===== config.mk =====
export PLATFORM = sky130hd
export DESIGN_NAME = multi_source_parameter_ramp_flat
export DESIGN_NICKNAME = d
export VERILOG_FILES = /design/src/rtl/core/msp_pkg.sv /design/src/rtl/core/msp_if.sv /design/src/rtl/core/msp_ram.sv /design/src/rtl/core/msp_div.sv /design/src/rtl/core/msp_sat_add.sv /design/src/rtl/core/multi_source_parameter_ramp.sv /design/src/flat_wrapper.sv
export SDC_FILE = /design/constraint.sdc
export NUM_CORES = 2
export LEC_CHECK = 0
export ABC_AREA = 0
export BUFFER_PORTS_ARGS = -buffer_cell sky130_fd_sc_hd__buf_4
export CAP_MARGIN = 0
export CELL_PAD_IN_SITES_DETAIL_PLACEMENT = 0
export CELL_PAD_IN_SITES_GLOBAL_PLACEMENT = 1
export CORE_UTILIZATION = 53
export DETAILED_ROUTE_END_ITERATION = 6
export PLACE_DENSITY = 0.81
export SYNTH_ARGS = -nofsm -noshare
export SYNTH_HDL_FRONTEND = slang
export SYNTH_SLANG_ARGS = --single-unit

===== constraint.sdc =====
create_clock -name clock -period 17.14 [get_ports clock]
set_input_delay 1.714 -clock clock [delete_from_list [all_inputs] [get_ports clock]]
set_output_delay 1.714 -clock clock [all_outputs]
set_load 0.02 [all_outputs]

===== src/rtl/core/msp_pkg.sv =====
// Shared types and constants of the multi-source parameter ramp.
package msp_pkg;

   localparam int MSP_SOURCES    = 8;
   localparam int MSP_FRAC_EXTRA = 16;
   localparam int MSP_STEPS_W    = 24;   // width of a glide step count

   localparam logic [19:0] MSP_FRAME_RESET  = 20'd10667;
   localparam logic [3:0]  MSP_ACTIVE_RESET = 4'd8;

   // gains in dB, Q10.8
   localparam logic signed [17:0] GAIN_MUTE_DB  = -18'sd51200;   // -200 dB
   localparam logic signed [17:0] GAIN_FLOOR_DB = -18'sd38400;   // -150 dB

   localparam logic [2:0] CSR_FRAME_ADDR  = 3'h0;
   localparam logic [2:0] CSR_ACTIVE_ADDR = 3'h4;

   typedef enum logic [1:0] {
      MSP_OP_SET  = 2'd0,
      MSP_OP_MUTE = 2'd1,
      MSP_OP_TICK = 2'd2
   } msp_op_type;

   typedef enum logic [2:0] {
      MSP_IDLE,
      MSP_N_WAIT,
      MSP_F_START,
      MSP_F_WAIT,
      MSP_SET_WR,
      MSP_TICK_RD,
      MSP_TICK_UPD
   } msp_state_type;

   typedef enum logic [1:0] {
      MSP_FLD_X = 2'd0,
      MSP_FLD_Y = 2'd1,
      MSP_FLD_Z = 2'd2,
      MSP_FLD_G = 2'd3
   } msp_field_type;

   typedef struct packed {
      logic busy;
      logic done;
   } msp_div_status_type;

endpackage


===== src/rtl/core/msp_if.sv =====
// Request and response channel interfaces of the parameter ramp.
interface msp_req_if;
   logic                valid;
   logic                ready;
   logic [1:0]          op;
   logic [2:0]          source_index;
   logic signed [15:0]  target_x;
   logic signed [15:0]  target_y;
   logic signed [15:0]  target_z;
   logic signed [17:0]  target_gain;
   logic [23:0]         ramp_time_us;

   modport source (output valid, op, source_index, target_x, target_y, target_z,
                   target_gain, ramp_time_us, input ready);
   modport sink   (input valid, op, source_index, target_x, target_y, target_z,
                   target_gain, ramp_time_us, output ready);
endinterface

interface msp_rsp_if;
   logic                valid;
   logic                ready;
   logic [2:0]          out_source;
   logic signed [15:0]  position_x;
   logic signed [15:0]  position_y;
   logic signed [15:0]  position_z;
   logic signed [17:0]  gain_level;
   logic                audible;
   logic                last;

   modport source (output valid, out_source, position_x, position_y, position_z,
                   gain_level, audible, last, input ready);
   modport sink   (input valid, out_source, position_x, position_y, position_z,
                   gain_level, audible, last, output ready);
endinterface


===== src/rtl/core/msp_ram.sv =====
// Generic single-write, single-read RAM with registered read data.
module msp_ram #(
   parameter int WIDTH = 32,
   parameter int DEPTH = 8,
   localparam int ADDR_W = (DEPTH > 1) ? $clog2(DEPTH) : 1
) (
   input  logic              clock,
   input  logic              wr_en,
   input  logic [ADDR_W-1:0] wr_addr,
   input  logic [WIDTH-1:0]  wr_data,
   input  logic [ADDR_W-1:0] rd_addr,
   output logic [WIDTH-1:0]  rd_data
);

   logic [WIDTH-1:0] mem_ff [DEPTH];
   logic [WIDTH-1:0] rd_data_ff;

   always_ff @(posedge clock) begin
      if (wr_en) begin
         mem_ff[wr_addr] <= wr_data;
      end
      rd_data_ff <= mem_ff[rd_addr];
   end

   assign rd_data = rd_data_ff;

endmodule


===== src/rtl/core/msp_div.sv =====
// Radix-2 restoring unsigned divider, one quotient bit per cycle.
module msp_div #(
   parameter int NUM_W = 34,
   parameter int DEN_W = 24
) (
   input  logic                        clock,
   input  logic                        reset,
   input  logic                        start,
   input  logic [NUM_W-1:0]            num,
   input  logic [DEN_W-1:0]            den,
   output logic [NUM_W-1:0]            quo,
   output msp_pkg::msp_div_status_type status
);

   localparam int CNT_W = $clog2(NUM_W + 1);

   logic             busy_ff, busy_in;
   logic             done_ff, done_in;
   logic [CNT_W-1:0] cnt_ff, cnt_in;
   logic [NUM_W-1:0] num_ff, num_in;   // dividend bits out, quotient bits in
   logic [DEN_W-1:0] rem_ff, rem_in;
   logic [DEN_W-1:0] den_ff, den_in;

   logic [DEN_W:0]   shifted;
   logic [DEN_W:0]   diff;
   logic             ge;

   always_comb begin
      shifted = {rem_ff, num_ff[NUM_W-1]};
      diff    = shifted - {1'b0, den_ff};
      ge      = shifted >= {1'b0, den_ff};

      busy_in = busy_ff;
      done_in = 1'b0;
      cnt_in  = cnt_ff;
      num_in  = num_ff;
      rem_in  = rem_ff;
      den_in  = den_ff;

      if (start) begin
         busy_in = 1'b1;
         cnt_in  = CNT_W'(NUM_W);
         num_in  = num;
         rem_in  = '0;
         den_in  = den;
      end else if (busy_ff) begin
         num_in = {num_ff[NUM_W-2:0], ge};
         rem_in = ge ? diff[DEN_W-1:0] : shifted[DEN_W-1:0];
         cnt_in = cnt_ff - CNT_W'(1);
         if (cnt_ff == CNT_W'(1)) begin
            busy_in = 1'b0;
            done_in = 1'b1;
         end
      end
   end

   always_ff @(posedge clock) begin
      if (reset) begin
         busy_ff <= 1'b0;
         done_ff <= 1'b0;
         cnt_ff  <= '0;
      end else begin
         busy_ff <= busy_in;
         done_ff <= done_in;
         cnt_ff  <= cnt_in;
      end
      num_ff <= num_in;
      rem_ff <= rem_in;
      den_ff <= den_in;
   end

   assign quo         = num_ff;
   assign status.busy = busy_ff;
   assign status.done = done_ff;

endmodule


===== src/rtl/core/msp_sat_add.sv =====
// Saturating add of a signed increment one bit wider than the accumulator.
module msp_sat_add #(
   parameter int W = 32
) (
   input  logic signed [W-1:0] acc,
   input  logic signed [W:0]   inc,
   output logic signed [W-1:0] sum
);

   logic [W+1:0] full;

   always_comb begin
      full = {{2{acc[W-1]}}, acc} + {inc[W], inc};
      if (full[W+1:W-1] == 3'b000 || full[W+1:W-1] == 3'b111) begin
         sum = full[W-1:0];
      end else if (full[W+1]) begin
         sum = {1'b1, {(W-1){1'b0}}};
      end else begin
         sum = {1'b0, {(W-1){1'b1}}};
      end
   end

endmodule


===== src/rtl/core/multi_source_parameter_ramp.sv =====
// Top level of the multi-source parameter ramp: sequencer, state stores, CSRs.
//
// Keeps x/y/z position (Q4.12 at the ports) and gain in dB (Q10.8) for up to
// SOURCES sources, held internally with FRAC_EXTRA more fraction bits. op 0
// sets one source: ramp time zero jumps it to the target, otherwise a glide of
// n = ceil(ramp/frame) blocks is planned with per-block steps (target-cur)/n,
// truncated toward zero. op 1 mutes every source (-200 dB). op 2 is a block
// tick: each active source with steps left advances (saturating), a source
// below -150 dB has its position zeroed, and one response transaction per
// active source goes out, the last flagged. A jump, mute, ignored set or
// unused op is handled entirely in the idle state. A timed set runs five
// divisions (the block count, then four steps) one after another through
// one radix-2 divider of DIV_W = max(24, 18+FRAC_EXTRA) bits that retires
// one quotient bit per cycle. A tick walks the active sources in order,
// each one a read and a write-back of the state RAMs, and stalls while the
// response register is still held. The request side is ready only between
// transactions. Per-source valid and mute flags in flops supply the reset
// values, so no clearing pass is needed after reset.
// CSRs: frame_time_us at 0x0 (0 acts as 1), active_sources at 0x4 (clamped to
// SOURCES).
module multi_source_parameter_ramp #(
   parameter int SOURCES    = msp_pkg::MSP_SOURCES,
   parameter int FRAC_EXTRA = msp_pkg::MSP_FRAC_EXTRA
) (
   input  logic        clock,
   input  logic        reset,
   msp_req_if.sink     req_bus,
   msp_rsp_if.source   rsp_bus,
   input  logic        csr_psel,
   input  logic        csr_penable,
   input  logic        csr_pwrite,
   input  logic [2:0]  csr_paddr,
   input  logic [31:0] csr_pwdata,
   output logic [31:0] csr_prdata,
   output logic        csr_pready
);

   // internal formats
   localparam int P_W    = 16 + FRAC_EXTRA;          // position
   localparam int G_W    = 18 + FRAC_EXTRA;          // gain
   localparam int PS_W   = P_W + 1;                  // position step
   localparam int GS_W   = G_W + 1;                  // gain step
   localparam int SL_W   = msp_pkg::MSP_STEPS_W;
   localparam int IDX_W  = (SOURCES > 1) ? $clog2(SOURCES) : 1;
   localparam int CNT_W  = $clog2(SOURCES + 1);
   localparam int CMP_W  = (CNT_W > 4) ? CNT_W : 4;
   localparam int DIV_W  = (G_W > SL_W) ? G_W : SL_W;
   localparam int CUR_W  = 3 * P_W + G_W;
   localparam int STEP_W = 3 * PS_W + GS_W + SL_W;

   localparam logic signed [G_W-1:0] GAIN_MUTE  =
      G_W'(msp_pkg::GAIN_MUTE_DB) <<< FRAC_EXTRA;
   localparam logic signed [G_W-1:0] GAIN_FLOOR =
      G_W'(msp_pkg::GAIN_FLOOR_DB) <<< FRAC_EXTRA;

   // ---------------------------------------------------------------- CSRs
   logic [19:0] frame_ff, frame_in;
   logic [3:0]  active_ff, active_in;
   logic        csr_wr;

   assign csr_wr     = csr_psel && csr_penable && csr_pwrite;
   assign csr_pready = 1'b1;

   always_comb begin
      frame_in  = frame_ff;
      active_in = active_ff;
      if (csr_wr) begin
         case (csr_paddr)
            msp_pkg::CSR_FRAME_ADDR:  frame_in  = csr_pwdata[19:0];
            msp_pkg::CSR_ACTIVE_ADDR: active_in = csr_pwdata[3:0];
            default: ;
         endcase
      end
      case (csr_paddr)
         msp_pkg::CSR_FRAME_ADDR:  csr_prdata = 32'(frame_ff);
         msp_pkg::CSR_ACTIVE_ADDR: csr_prdata = 32'(active_ff);
         default:                  csr_prdata = '0;
      endcase
   end

   // effective frame time and active count
   logic [19:0]      frame_eff;
   logic [CMP_W-1:0] n_act_cmp;
   logic [CNT_W-1:0] n_active;

   always_comb begin
      frame_eff = (frame_ff == 20'd0) ? 20'd1 : frame_ff;
      n_act_cmp = (CMP_W'(active_ff) > CMP_W'(SOURCES)) ? CMP_W'(SOURCES)
                                                        : CMP_W'(active_ff);
      n_active  = CNT_W'(n_act_cmp);
   end

   // ------------------------------------------------------ state registers
   msp_pkg::msp_state_type state_ff, state_in;
   msp_pkg::msp_field_type fld_ff, fld_in;
   logic [IDX_W-1:0]       idx_ff, idx_in;
   logic [SL_W-1:0]        n_ff, n_in;
   logic                   neg_ff, neg_in;
   logic signed [P_W-1:0]  tx_ff, tx_in, ty_ff, ty_in, tz_ff, tz_in;
   logic signed [G_W-1:0]  tg_ff, tg_in;
   logic signed [PS_W-1:0] stx_ff, stx_in, sty_ff, sty_in, stz_ff, stz_in;
   logic signed [GS_W-1:0] stg_ff, stg_in;
   logic [SOURCES-1:0]     cur_valid_ff, cur_valid_in;
   logic [SOURCES-1:0]     muted_ff, muted_in;
   logic [SOURCES-1:0]     step_valid_ff, step_valid_in;

   // ------------------------------------------------------------- stores
   logic              cur_we;
   logic [IDX_W-1:0]  cur_waddr;
   logic [CUR_W-1:0]  cur_wdata, cur_rd;
   logic              step_we;
   logic [STEP_W-1:0] step_wdata, step_rd;

   msp_ram #(.WIDTH(CUR_W), .DEPTH(SOURCES)) u_cur_ram (
      .clock   (clock),
      .wr_en   (cur_we),
      .wr_addr (cur_waddr),
      .wr_data (cur_wdata),
      .rd_addr (idx_ff),
      .rd_data (cur_rd)
   );

   msp_ram #(.WIDTH(STEP_W), .DEPTH(SOURCES)) u_step_ram (
      .clock   (clock),
      .wr_en   (step_we),
      .wr_addr (idx_ff),
      .wr_data (step_wdata),
      .rd_addr (idx_ff),
      .rd_data (step_rd)
   );

   // ------------------------------------------------------------ divider
   logic                        div_start;
   logic [DIV_W-1:0]            div_num, div_quo;
   logic [SL_W-1:0]             div_den;
   msp_pkg::msp_div_status_type div_st;

   msp_div #(.NUM_W(DIV_W), .DEN_W(SL_W)) u_div (
      .clock  (clock),
      .reset  (reset),
      .start  (div_start),
      .num    (div_num),
      .den    (div_den),
      .quo    (div_quo),
      .status (div_st)
   );

   // ------------------------------------------- effective stored values
   // unwritten entries read as reset values, muted ones as -200 dB
   logic signed [P_W-1:0]  ex, ey, ez;
   logic signed [G_W-1:0]  eg;
   logic signed [PS_W-1:0] sx, sy, sz;
   logic signed [GS_W-1:0] sg;
   logic [SL_W-1:0]        esl;
   logic                   cv, sv;

   always_comb begin
      cv  = cur_valid_ff[idx_ff];
      sv  = step_valid_ff[idx_ff];
      ex  = cv ? $signed(cur_rd[G_W + 2*P_W +: P_W]) : '0;
      ey  = cv ? $signed(cur_rd[G_W + P_W +: P_W]) : '0;
      ez  = cv ? $signed(cur_rd[G_W +: P_W]) : '0;
      eg  = (cv && !muted_ff[idx_ff]) ? $signed(cur_rd[G_W-1:0]) : GAIN_MUTE;
      sx  = $signed(step_rd[SL_W + GS_W + 2*PS_W +: PS_W]);
      sy  = $signed(step_rd[SL_W + GS_W + PS_W +: PS_W]);
      sz  = $signed(step_rd[SL_W + GS_W +: PS_W]);
      sg  = $signed(step_rd[SL_W +: GS_W]);
      esl = sv ? step_rd[SL_W-1:0] : '0;
   end

   // --------------------------------------------------- tick datapath
   logic signed [P_W-1:0] nx, ny, nz, vx, vy, vz, px, py, pz;
   logic signed [G_W-1:0] ng, vg;
   logic                  stepping, aud, last_w;

   msp_sat_add #(.W(P_W)) u_add_x (.acc(ex), .inc(sx), .sum(nx));
   msp_sat_add #(.W(P_W)) u_add_y (.acc(ey), .inc(sy), .sum(ny));
   msp_sat_add #(.W(P_W)) u_add_z (.acc(ez), .inc(sz), .sum(nz));
   msp_sat_add #(.W(G_W)) u_add_g (.acc(eg), .inc(sg), .sum(ng));

   always_comb begin
      stepping = esl != '0;
      vx  = stepping ? nx : ex;
      vy  = stepping ? ny : ey;
      vz  = stepping ? nz : ez;
      vg  = stepping ? ng : eg;
      aud = !(vg < GAIN_FLOOR);
      px  = aud ? vx : '0;
      py  = aud ? vy : '0;
      pz  = aud ? vz : '0;
      last_w = (CNT_W'(idx_ff) + CNT_W'(1)) == n_active;
   end

   // ---------------------------------------------- set-target datapath
   logic signed [P_W-1:0] jx, jy, jz;
   logic signed [G_W-1:0] jg;
   logic signed [G_W:0]   d_sel, mag, q_ext, sval;
   logic                  k_bad;
   logic [IDX_W-1:0]      k_addr;

   always_comb begin
      jx = P_W'(req_bus.target_x) <<< FRAC_EXTRA;
      jy = P_W'(req_bus.target_y) <<< FRAC_EXTRA;
      jz = P_W'(req_bus.target_z) <<< FRAC_EXTRA;
      jg = G_W'(req_bus.target_gain) <<< FRAC_EXTRA;
      k_bad  = CMP_W'(req_bus.source_index) >= n_act_cmp;
      k_addr = IDX_W'(req_bus.source_index);

      case (fld_ff)
         msp_pkg::MSP_FLD_X: d_sel = (G_W+1)'(tx_ff) - (G_W+1)'(ex);
         msp_pkg::MSP_FLD_Y: d_sel = (G_W+1)'(ty_ff) - (G_W+1)'(ey);
         msp_pkg::MSP_FLD_Z: d_sel = (G_W+1)'(tz_ff) - (G_W+1)'(ez);
         default:            d_sel = (G_W+1)'(tg_ff) - (G_W+1)'(eg);
      endcase
      mag   = d_sel[G_W] ? -d_sel : d_sel;
      // quotient never exceeds the magnitude, so it fits the step width
      q_ext = $signed((G_W+1)'(div_quo));
      sval  = neg_ff ? -q_ext : q_ext;
   end

   // ----------------------------------------------------- response slot
   logic                  rsp_valid_ff, rsp_valid_in;
   logic [2:0]            rsp_src_ff, rsp_src_in;
   logic signed [15:0]    rsp_x_ff, rsp_x_in, rsp_y_ff, rsp_y_in, rsp_z_ff, rsp_z_in;
   logic signed [17:0]    rsp_g_ff, rsp_g_in;
   logic                  rsp_aud_ff, rsp_aud_in;
   logic                  rsp_last_ff, rsp_last_in;
   logic                  out_free;
   logic                  tick_fire;

   assign out_free = !rsp_valid_ff || rsp_bus.ready;

   // ------------------------------------------------------- sequencer
   always_comb begin
      state_in      = state_ff;
      fld_in        = fld_ff;
      idx_in        = idx_ff;
      n_in          = n_ff;
      neg_in        = neg_ff;
      tx_in         = tx_ff;
      ty_in         = ty_ff;
      tz_in         = tz_ff;
      tg_in         = tg_ff;
      stx_in        = stx_ff;
      sty_in        = sty_ff;
      stz_in        = stz_ff;
      stg_in        = stg_ff;
      cur_valid_in  = cur_valid_ff;
      muted_in      = muted_ff;
      step_valid_in = step_valid_ff;
      req_bus.ready = 1'b0;
      div_start     = 1'b0;
      div_num       = '0;
      div_den       = '0;
      cur_we        = 1'b0;
      cur_waddr     = idx_ff;
      cur_wdata     = {px, py, pz, vg};
      step_we       = 1'b0;
      step_wdata    = {sx, sy, sz, sg, esl - SL_W'(1)};
      tick_fire     = 1'b0;

      case (state_ff)
         msp_pkg::MSP_IDLE: begin
            req_bus.ready = 1'b1;
            if (req_bus.valid) begin
               case (req_bus.op)
                  msp_pkg::MSP_OP_SET: begin
                     if (!k_bad) begin
                        if (req_bus.ramp_time_us == '0) begin
                           // jump: write target, cancel any glide
                           cur_we                = 1'b1;
                           cur_waddr             = k_addr;
                           cur_wdata             = {jx, jy, jz, jg};
                           cur_valid_in[k_addr]  = 1'b1;
                           muted_in[k_addr]      = 1'b0;
                           step_valid_in[k_addr] = 1'b0;
                        end else begin
                           // n - 1 = floor((ramp - 1) / frame)
                           idx_in    = k_addr;
                           tx_in     = jx;
                           ty_in     = jy;
                           tz_in     = jz;
                           tg_in     = jg;
                           div_start = 1'b1;
                           div_num   = DIV_W'(req_bus.ramp_time_us - SL_W'(1));
                           div_den   = SL_W'(frame_eff);
                           state_in  = msp_pkg::MSP_N_WAIT;
                        end
                     end
                  end
                  msp_pkg::MSP_OP_MUTE: muted_in = '1;
                  msp_pkg::MSP_OP_TICK: begin
                     if (n_active != '0) begin
                        idx_in   = '0;
                        state_in = msp_pkg::MSP_TICK_RD;
                     end
                  end
                  default: ;
               endcase
            end
         end

         msp_pkg::MSP_N_WAIT: begin
            if (div_st.done) begin
               n_in     = div_quo[SL_W-1:0] + SL_W'(1);
               fld_in   = msp_pkg::MSP_FLD_X;
               state_in = msp_pkg::MSP_F_START;
            end
         end

         msp_pkg::MSP_F_START: begin
            div_start = 1'b1;
            div_num   = DIV_W'(mag[G_W-1:0]);
            div_den   = n_ff;
            neg_in    = d_sel[G_W];
            state_in  = msp_pkg::MSP_F_WAIT;
         end

         msp_pkg::MSP_F_WAIT: begin
            if (div_st.done) begin
               case (fld_ff)
                  msp_pkg::MSP_FLD_X: stx_in = sval[PS_W-1:0];
                  msp_pkg::MSP_FLD_Y: sty_in = sval[PS_W-1:0];
                  msp_pkg::MSP_FLD_Z: stz_in = sval[PS_W-1:0];
                  default:            stg_in = sval;
               endcase
               if (fld_ff == msp_pkg::MSP_FLD_G) begin
                  state_in = msp_pkg::MSP_SET_WR;
               end else begin
                  fld_in   = msp_pkg::msp_field_type'(fld_ff + 2'd1);
                  state_in = msp_pkg::MSP_F_START;
               end
            end
         end

         msp_pkg::MSP_SET_WR: begin
            step_we               = 1'b1;
            step_wdata            = {stx_ff, sty_ff, stz_ff, stg_ff, n_ff};
            step_valid_in[idx_ff] = 1'b1;
            state_in              = msp_pkg::MSP_IDLE;
         end

         msp_pkg::MSP_TICK_RD: state_in = msp_pkg::MSP_TICK_UPD;

         msp_pkg::MSP_TICK_UPD: begin
            if (out_free) begin
               tick_fire            = 1'b1;
               cur_we               = 1'b1;
               cur_valid_in[idx_ff] = 1'b1;
               muted_in[idx_ff]     = 1'b0;
               step_we              = stepping;
               if (last_w) begin
                  state_in = msp_pkg::MSP_IDLE;
               end else begin
                  idx_in   = idx_ff + IDX_W'(1);
                  state_in = msp_pkg::MSP_TICK_RD;
               end
            end
         end

         default: state_in = msp_pkg::MSP_IDLE;
      endcase
   end

   always_comb begin
      rsp_valid_in = tick_fire ? 1'b1 : (rsp_bus.ready ? 1'b0 : rsp_valid_ff);
      rsp_src_in   = rsp_src_ff;
      rsp_x_in     = rsp_x_ff;
      rsp_y_in     = rsp_y_ff;
      rsp_z_in     = rsp_z_ff;
      rsp_g_in     = rsp_g_ff;
      rsp_aud_in   = rsp_aud_ff;
      rsp_last_in  = last_w;
      if (tick_fire) begin
         rsp_src_in = 3'(idx_ff);
         rsp_x_in   = px[FRAC_EXTRA +: 16];   // floor shift of the extra bits
         rsp_y_in   = py[FRAC_EXTRA +: 16];
         rsp_z_in   = pz[FRAC_EXTRA +: 16];
         rsp_g_in   = vg[FRAC_EXTRA +: 18];
         rsp_aud_in = aud;
      end else begin
         rsp_last_in = rsp_last_ff;
      end
   end

   always_ff @(posedge clock) begin
      if (reset) begin
         state_ff      <= msp_pkg::MSP_IDLE;
         frame_ff      <= msp_pkg::MSP_FRAME_RESET;
         active_ff     <= msp_pkg::MSP_ACTIVE_RESET;
         cur_valid_ff  <= '0;
         muted_ff      <= '0;
         step_valid_ff <= '0;
         rsp_valid_ff  <= 1'b0;
      end else begin
         state_ff      <= state_in;
         frame_ff      <= frame_in;
         active_ff     <= active_in;
         cur_valid_ff  <= cur_valid_in;
         muted_ff      <= muted_in;
         step_valid_ff <= step_valid_in;
         rsp_valid_ff  <= rsp_valid_in;
      end
      fld_ff      <= fld_in;
      idx_ff      <= idx_in;
      n_ff        <= n_in;
      neg_ff      <= neg_in;
      tx_ff       <= tx_in;
      ty_ff       <= ty_in;
      tz_ff       <= tz_in;
      tg_ff       <= tg_in;
      stx_ff      <= stx_in;
      sty_ff      <= sty_in;
      stz_ff      <= stz_in;
      stg_ff      <= stg_in;
      rsp_src_ff  <= rsp_src_in;
      rsp_x_ff    <= rsp_x_in;
      rsp_y_ff    <= rsp_y_in;
      rsp_z_ff    <= rsp_z_in;
      rsp_g_ff    <= rsp_g_in;
      rsp_aud_ff  <= rsp_aud_in;
      rsp_last_ff <= rsp_last_in;
   end

   assign rsp_bus.valid      = rsp_valid_ff;
   assign rsp_bus.out_source = rsp_src_ff;
   assign rsp_bus.position_x = rsp_x_ff;
   assign rsp_bus.position_y = rsp_y_ff;
   assign rsp_bus.position_z = rsp_z_ff;
   assign rsp_bus.gain_level = rsp_g_ff;
   assign rsp_bus.audible    = rsp_aud_ff;
   assign rsp_bus.last       = rsp_last_ff;

   // ------------------------------------------------------- assertions
   a_div_done_in_wait: assert property (@(posedge clock) disable iff (reset)
      div_st.done |-> (state_ff == msp_pkg::MSP_N_WAIT ||
                       state_ff == msp_pkg::MSP_F_WAIT))
      else $error("divider finished outside a wait state");

   a_ready_div_free: assert property (@(posedge clock) disable iff (reset)
      req_bus.ready |-> !div_st.busy)
      else $error("request accepted while divider busy");

   a_last_ends_tick: assert property (@(posedge clock) disable iff (reset)
      (tick_fire && last_w) |=> state_ff == msp_pkg::MSP_IDLE)
      else $error("tick walk continued past last source");

   a_tick_idx_range: assert property (@(posedge clock) disable iff (reset)
      (state_ff == msp_pkg::MSP_TICK_RD || state_ff == msp_pkg::MSP_TICK_UPD)
      |-> (CNT_W'(idx_ff) < n_active))
      else $error("tick index beyond active count");

   a_set_wr_after_div: assert property (@(posedge clock) disable iff (reset)
      state_ff == msp_pkg::MSP_SET_WR |-> $past(div_st.done))
      else $error("step write without a finished division");

endmodule


===== src/flat_wrapper.sv =====
// flat-port wrapper written by rule: the top's interface ports become plain ports
module multi_source_parameter_ramp_flat 
#(
   parameter int SOURCES    = msp_pkg::MSP_SOURCES,
   parameter int FRAC_EXTRA = msp_pkg::MSP_FRAC_EXTRA
)
  (clock, reset, csr_psel, csr_penable, csr_pwrite, csr_paddr, csr_pwdata, csr_prdata, csr_pready, req_bus_valid, req_bus_op, req_bus_source_index, req_bus_target_x, req_bus_target_y, req_bus_target_z, req_bus_target_gain, req_bus_ramp_time_us, req_bus_ready, rsp_bus_valid, rsp_bus_out_source, rsp_bus_position_x, rsp_bus_position_y, rsp_bus_position_z, rsp_bus_gain_level, rsp_bus_audible, rsp_bus_last, rsp_bus_ready);
  msp_req_if req_bus_i ();
  msp_rsp_if rsp_bus_i ();
  input  logic clock;
  input  logic reset;
  input  logic csr_psel;
  input  logic csr_penable;
  input  logic csr_pwrite;
  input  logic [2:0] csr_paddr;
  input  logic [31:0] csr_pwdata;
  output logic [31:0] csr_prdata;
  output logic csr_pready;
  input wire logic [$bits(req_bus_i.valid)-1:0] req_bus_valid;
  input wire logic [$bits(req_bus_i.op)-1:0] req_bus_op;
  input wire logic [$bits(req_bus_i.source_index)-1:0] req_bus_source_index;
  input wire logic [$bits(req_bus_i.target_x)-1:0] req_bus_target_x;
  input wire logic [$bits(req_bus_i.target_y)-1:0] req_bus_target_y;
  input wire logic [$bits(req_bus_i.target_z)-1:0] req_bus_target_z;
  input wire logic [$bits(req_bus_i.target_gain)-1:0] req_bus_target_gain;
  input wire logic [$bits(req_bus_i.ramp_time_us)-1:0] req_bus_ramp_time_us;
  output wire logic [$bits(req_bus_i.ready)-1:0] req_bus_ready;
  output wire logic [$bits(rsp_bus_i.valid)-1:0] rsp_bus_valid;
  output wire logic [$bits(rsp_bus_i.out_source)-1:0] rsp_bus_out_source;
  output wire logic [$bits(rsp_bus_i.position_x)-1:0] rsp_bus_position_x;
  output wire logic [$bits(rsp_bus_i.position_y)-1:0] rsp_bus_position_y;
  output wire logic [$bits(rsp_bus_i.position_z)-1:0] rsp_bus_position_z;
  output wire logic [$bits(rsp_bus_i.gain_level)-1:0] rsp_bus_gain_level;
  output wire logic [$bits(rsp_bus_i.audible)-1:0] rsp_bus_audible;
  output wire logic [$bits(rsp_bus_i.last)-1:0] rsp_bus_last;
  input wire logic [$bits(rsp_bus_i.ready)-1:0] rsp_bus_ready;
  assign req_bus_i.valid = req_bus_valid;
  assign req_bus_i.op = req_bus_op;
  assign req_bus_i.source_index = req_bus_source_index;
  assign req_bus_i.target_x = req_bus_target_x;
  assign req_bus_i.target_y = req_bus_target_y;
  assign req_bus_i.target_z = req_bus_target_z;
  assign req_bus_i.target_gain = req_bus_target_gain;
  assign req_bus_i.ramp_time_us = req_bus_ramp_time_us;
  assign req_bus_ready = req_bus_i.ready;
  assign rsp_bus_valid = rsp_bus_i.valid;
  assign rsp_bus_out_source = rsp_bus_i.out_source;
  assign rsp_bus_position_x = rsp_bus_i.position_x;
  assign rsp_bus_position_y = rsp_bus_i.position_y;
  assign rsp_bus_position_z = rsp_bus_i.position_z;
  assign rsp_bus_gain_level = rsp_bus_i.gain_level;
  assign rsp_bus_audible = rsp_bus_i.audible;
  assign rsp_bus_last = rsp_bus_i.last;
  assign rsp_bus_i.ready = rsp_bus_ready;
  multi_source_parameter_ramp #(.SOURCES(SOURCES), .FRAC_EXTRA(FRAC_EXTRA)) u_core (.clock(clock), .reset(reset), .req_bus(req_bus_i), .rsp_bus(rsp_bus_i), .csr_psel(csr_psel), .csr_penable(csr_penable), .csr_pwrite(csr_pwrite), .csr_paddr(csr_paddr), .csr_pwdata(csr_pwdata), .csr_prdata(csr_prdata), .csr_pready(csr_pready));
endmodule

# ---- After elaboration in Yosys (flattened, before gate mapping)
# Memory sizes are Yosys's and may differ from the RTL's. A register that Yosys moved wholly into a read port is not among the register bits.
# Cells that the tools add are included.
dict set report word_totals {
  reg_bits 443
  mem_bits_rw 2304
  in_bits 137
  out_inout_bits 106
  word_cells 281
  n_memories 2
}
dict set report op_classes {
  addsub 18
  magnitude_cmp 8
  eq_ne 33
  n_mux 127
  bitwise_logic 12
  n_reduce_logical 47
}
# name depth width rd rd_clocked_by_memory_dff write_ports line_no
set memory_table {}
lappend memory_table {u_core.u_step_ram.mem_ff 8 158 1 1 1 msp_ram.sv:15} ;# logic [WIDTH-1:0] mem_ff [DEPTH];
lappend memory_table {u_core.u_cur_ram.mem_ff 8 130 1 1 1 msp_ram.sv:15}
# op count
set ops {}
lappend ops {{$mux W130} 5}
lappend ops {{$mux W32} 15}
lappend ops {{$mux W34} 12}
lappend ops {{$mux W158} 1}
lappend ops {{$mux W24} 5}
lappend ops {{$pmux W35 S3} 1}
lappend ops {{$mux W8} 13}
lappend ops {{$add A32 B33 Y34} 3}
lappend ops {{$sub A32 B32 Y33} 3}
lappend ops {{$pmux W34 S2} 1}
lappend ops {{$pmux W8 S2} 4}
lappend ops {{$mux W3} 20}
lappend ops {{$pmux W24 S2} 1}
lappend ops {{$mux W20} 2}
lappend ops {{$pmux W20 S2} 1}
lappend ops {{$add A34 B35 Y36} 1}
lappend ops {{$neg A34 Y35} 1}
lappend ops {{$sub A34 B34 Y35} 1}
lappend ops {{$lt A34 B33 Y1 const B} 1}
lappend ops {{$neg A34 Y34} 1}
lappend ops {{$mux W1} 27}
lappend ops {{$ge A25 B24 Y1} 1}
lappend ops {{$sub A24 B1 Y25 const B} 1}
lappend ops {{$add A24 B1 Y24 const B} 1}
lappend ops {{52 further kinds} 123}

# ---- Depth between registers and ports, before layout
dict set report logic_depth {
  ltp_word 17
  mapped_depth 29
  depth_no_buf 19
}

# ---- Modules after synthesis
# From an unflattened synthesis, not the netlist that was laid out.
dict set report unflattened {
  hier_cells 8806
  area_unflattened_um2 133937.2
}
# mod n_inst cells_each area_per_inst_um2 seq_area_each_um2
set by_module_without_submodules {}
lappend by_module_without_submodules {{msp_ram (u_core.u_step_ram)} 1 1997 50648.6 41119.4}
lappend by_module_without_submodules {{msp_ram (u_core.u_cur_ram)} 1 1645 42015.3 33832.4}
lappend by_module_without_submodules {multi_source_parameter_ramp 1 3513 27661.5 10079.7}
lappend by_module_without_submodules {msp_div 1 432 4843.4 2382.3}
lappend by_module_without_submodules {{msp_sat_add (u_core.u_add_x ...)} 2 283 2183.3 0.0}
lappend by_module_without_submodules {{msp_sat_add (u_core.u_add_z)} 1 339 2235.9 0.0}
lappend by_module_without_submodules {{msp_sat_add (u_core.u_add_g)} 1 314 2165.8 0.0}

# ---- Worst setup path after synthesis
# OpenSTA, ideal clock, no wires.
dict set report synth_path {
  path_type {in2reg}
  from {input rsp_bus_ready}
  to {memory u_core.u_step_ram.mem_ff[6][0] (netlist bit) (enable)}
  setup_ps 869
  t_arrival_ps 14597
  required_ps 16271
  slack_ps 1675
  cell_stages 5
  n_path_buf 0
  cell_sequence {nand2b_1 nand2_1 inv_1 a21oi_1 nor3_1}
}
dict set report synth_between {
  elab_chain_len 5
}
# element line_no
set synth_rtl {}
lappend synth_rtl {{from (decl)} flat_wrapper.sv:36} ;# input wire logic [$bits(rsp_bus_i.ready)-1:0] rsp_bus_ready;
lappend synth_rtl {{$logic_or A1 B1 Y1} multi_source_parameter_ramp.sv:231} ;# assign out_free = !rsp_valid_ff || rsp_bus.ready;
lappend synth_rtl {{$mux W1} multi_source_parameter_ramp.sv:346} ;# if (out_free) begin
lappend synth_rtl {{$pmux W1 S2} multi_source_parameter_ramp.sv:262} ;# case (state_ff)
lappend synth_rtl {{$mux W1} msp_ram.sv:19} ;# if (wr_en) begin
lappend synth_rtl {{$mux W1 (implied by the code)} msp_ram.sv:20} ;# mem_ff[wr_addr] <= wr_data;
lappend synth_rtl {{to (decl)} msp_ram.sv:15}
# Every way passes these cells.

# ---- Worst setup path after layout
dict set report layout_path {
  from {register u_core.idx_ff[0]}
  to {memory u_core.u_cur_ram.mem_ff[7][126] (netlist bit) (data pin)}
}
dict set report layout_between {
  elab_chain_len 17
  word_cells_on_any_way 33
  cone_classes {add/sub (2); order compare (1); eq/ne (2); mux (21); reduce/logical (7)}
}
# element line_no
set layout_rtl {}
lappend layout_rtl {{from (decl)} multi_source_parameter_ramp.sv:96} ;# logic [IDX_W-1:0] idx_ff, idx_in;
lappend layout_rtl {{from (signal assigned)} multi_source_parameter_ramp.sv:405} ;# idx_ff <= idx_in;
lappend layout_rtl {{$bmux W1 S3} multi_source_parameter_ramp.sv:163} ;# eg = (cv && !muted_ff[idx_ff]) ? $signed(cur_rd[G_W-1:0]) : GAIN_MUTE;
lappend layout_rtl {{$mux W1 (implied by the code)} multi_source_parameter_ramp.sv:163}
lappend layout_rtl {{$logic_not A1 Y1} multi_source_parameter_ramp.sv:163}
lappend layout_rtl {{$logic_and A1 B1 Y1} multi_source_parameter_ramp.sv:163}
lappend layout_rtl {{$mux W34} multi_source_parameter_ramp.sv:163}
lappend layout_rtl {{$add A34 B35 Y36} msp_sat_add.sv:13} ;# full = {{2{acc[W-1]}}, acc} + {inc[W], inc};
lappend layout_rtl {{$eq A3 B3 Y1 / $logic_not A3 Y1 (equally long branches)} msp_sat_add.sv:14} ;# if (full[W+1:W-1] == 3'b000 || full[W+1:W-1] == 3'b111) begin
lappend layout_rtl {{$logic_or A1 B1 Y1} msp_sat_add.sv:14}
lappend layout_rtl {{[... 2 more ...]} -}
lappend layout_rtl {{$lt A34 B33 Y1} multi_source_parameter_ramp.sv:187} ;# aud = !(vg < GAIN_FLOOR);
lappend layout_rtl {{$mux W32 (*)} multi_source_parameter_ramp.sv:188} ;# px = aud ? vx : '0;
lappend layout_rtl {{$mux W130} multi_source_parameter_ramp.sv:269} ;# if (req_bus.ramp_time_us == '0) begin
lappend layout_rtl {{$mux W130} multi_source_parameter_ramp.sv:268} ;# if (!k_bad) begin
lappend layout_rtl {{$mux W130} multi_source_parameter_ramp.sv:266} ;# case (req_bus.op)
lappend layout_rtl {{$mux W130} multi_source_parameter_ramp.sv:265} ;# if (req_bus.valid) begin
lappend layout_rtl {{$mux W130 (*)} multi_source_parameter_ramp.sv:262}
lappend layout_rtl {{named net u_core.cur_wdata[126]} multi_source_parameter_ramp.sv:110} ;# logic [CUR_W-1:0] cur_wdata, cur_rd;
lappend layout_rtl {{to (decl)} msp_ram.sv:15}
# The timed path passes the listed nets; every way through them passes the cells marked *. The select of a mux whose other input is x is not followed.

==> impl_metrics.yaml <==
status:
  status: "finished, violations left"
  violations: "max-capacitance violations, max-slew violations"
floorplanning:
  io_pins: 243
  die_area_mm2: 0.240
  rows: 178
  core_area_mm2: 0.236
  fp.dieH_um: 490
  die-width_um: 490
  initial_core_util: 0.534
routing:
  routed_wl_um: 399000
  dr.pass1.iters: 7
  via_per_inst: 6.63
  wl_per_cell_um: 31.0
  drc_errors: 0
  drt-initial-drc-count: 11800
  ant_nets: 0
  vias: 85200
synth:
  yosysWarnings: 0
  synth_cell_types: 98
  ys_ff_latch: 3035
  synthFlopType: "edfxtp_1"
  syn_area_mm2: 0.126
  synth_cells: 9270
  yosysSeqAreaShare: 0.694
  async_flop_share: 0
  synth_edf_count: 2663
  syn_area_per_cell_um2: 13.6
worst_setup_path:
  rr_worst_depth: 25
  cp.arrival_ns: 9.87
  timing.rr.start: "u_core.idx_ff[0]"
  worst-r2r-setup-slack_ns: 7.88
  critPathLaunchType: "flop"
  critPathRequiredTime_ns: 17.74
  critical_path_class: "reg2reg"
  cp_max_fo: 50
  cp-startpoint: "u_core.idx_ff[0]"
  crit_path_end_kind: "flop"
sta:
  slew_violations: 7
  holdWs_ns: 0.414
  finalSetupViolations: 0
  finClkSkew_ns: 0.104
  rsz0062_at_grt: "no"
  period_needed_ns: 9.26
  slew_headroom: -0.168
  fin_crit_sh: 0.540
  worstMarginPinSlew_ns: 1.73
  max_freq_mhz: 108
  finalHoldViolations: 0
  tns_ns: 0
finish:
  syn_to_final_growth_pct: 12.3
  fin_area_mm2: 0.142
  mostFrequentLayoutCells: "edfxtp_1 (2,663), a22oi_1 (1,220), nand2_1 (934)"
  drive_gt1_frac: 0.100
  finalNetCount: 9820
  final_util: 0.600
  final_common_cell: "edfxtp_1"
placed_design:
  postPlaceCellArea_mm2: 0.131
  place_hpwl_um: 244000
  port_buffers: 217
  place.gp.congestion: 0.957
grt:
  antenna_found_initial: 31
  grt_pass1_vias: 80900
  grt_pass1_wl_um: 564000
  grt_max_degree: 137
  track_usage: 0.327
  grt.overflow.total: 0
clock_network:
  cts_sinks: 3035
  path_clk_slew_ns: 0.06
  cts_tree: "built"
  insertion_delay_ns: 1.01
  cts_setup_buffers: 0
  htreeDepth: 5
  cts_buffers: 318
  cts.path.max_buffers: 4
  hold_buffers: 0
  cts-root-buf: "clkbuf_16"
  post_cts_resized: 0
power:
  irDropWorstVdd_mv: 0.0993
  power.leakage_nw: 47.2
  p_per_area_mw_per_mm2: 135
run:
  maxCapViolCount: 1
worst_hold_path:
  hold_start: "u_core.u_step_ram.mem_ff[6][50]"
  hp-class: "reg2reg"
  hold_depth: 2
-- cell type report --
class / instances / area (um^2)
fill: 17900 / 94300
multi-input combinational: 5495 / 36100
antenna: 15 / 37.5
timing repair buffer: 380 / 3080
clock buffer: 435 / 8850
sequential: 3035 / 87400
clock inverter: 129 / 1320
tap: 3150 / 3940
inverter: 203 / 767
-- worst max-delay path, stage by stage, from the launching register on --
cell and delay (ns):
edfxtp_1 0.32, buf_4 0.36, mux2_2 0.40, a222oi_1 0.31, buf_4 0.50, nand2_4 0.39
buf_4 0.48, buf_4 0.41, nand2_1 0.17, inv_1 0.08, ha_1 0.23, fa_1 0.47
a211oi_1 0.24, o21bai_1 0.14, a2111oi_0 0.81, o31ai_1 0.16, buf_4 0.21, a211oi_1 0.31
o21ai_0 0.19, xnor2_1 0.20, nor2_1 0.10, a211oi_1 0.66, nor2_1 0.35, buf_4 0.31
a22oi_1 0.53, o31ai_1 0.35
-- sequential cells by signal (all words and copies together), names as in the netlist, 18 cells and up --
register	flops
u_core.rsp_bus.gain_level	18
u_core.stg_ff	35
u_core.u_div.den_ff	24
u_core.tg_ff	18
u_core.u_cur_ram.mem_ff	1040
u_core.u_cur_ram.rd_data	130
u_core.u_div.rem_ff	24
u_core.stx_ff	33
u_core.u_step_ram.mem_ff	1264
u_core.n_ff	24
u_core.u_div.quo	34
u_core.u_step_ram.rd_data	158
u_core.frame_ff	20
u_core.sty_ff	33
u_core.stz_ff	33
-- through the flow --
stage	total power [W]	setup WS (ns)	std cells
floorplan	0.0111	1.67	9281
global placement	0.0123	8.09	12300
detailed placement	0.0124	8.02	12300
CTS	0.0191	8.19	12800
global route	0.0197	7.49	12800
finish	0.0191	7.88	12800
-- per-layer routing --
| layer | global-route usage | vias up | share of wire |
|---|---|---|---|
| met5 | 0.00302 | - | 0.00039 |
| met1 | 0.435 | 42500 | 0.38 |
| met4 | 0.156 | 16 | 0.051 |
| met2 | 0.511 | 5183 | 0.46 |
| met3 | 0.0719 | 861 | 0.11 |
| li1 | - | 36600 | - |
-- cells in the mapped netlist (all sizes together), types with 119 or more instances --
| master | count | area, um^2 |
|---|---|---|
| a21oi | 317 | 1590 |
| a22oi | 1220 | 9160 |
| clkbuf | 493 | 1850 |
| dfxtp | 372 | 7450 |
| edfxtp | 2663 | 80000 |
| ha | 245 | 3070 |
| inv | 202 | 758 |
| nand2 | 936 | 3520 |
| nand4 | 333 | 2080 |
| nor2 | 340 | 1280 |
| nor3 | 145 | 726 |
| o21ai | 265 | 1330 |
| xnor2 | 188 | 1650 |
| xor2 | 119 | 1040 |
-- where the power goes --
group | internal [W] | switching [W] | total, W
logic | 0.00103 | 0.00216 | 0.00319
registers | 0.00868 | 0.000476 | 0.00915
clock network | 0.00396 | 0.00277 | 0.00674
-- kinds of logic after synthesis --
group                    Yosys count  synth area share
AO/OA/AOI/OAI                   2516             0.141
XOR/XNOR                         307            0.0213
flip-flops                      3035             0.694
adder cells (fa/ha/maj)          250            0.0251
AND/OR/NAND/NOR                 2345            0.0903
other                              2         0.0000596
multiplexers                      64           0.00550
buffers and inverters            751            0.0230
-- final timing paths --
kind,to
worst min register to register,u_core.u_step_ram.rd_data[50]
worst max-delay path,u_core.u_cur_ram.mem_ff[7][126]
worst min-delay path,u_core.u_step_ram.rd_data[50]
worst max register to register,u_core.u_cur_ram.mem_ff[7][126]
Note: power is estimated with default switching activity, not from simulation.
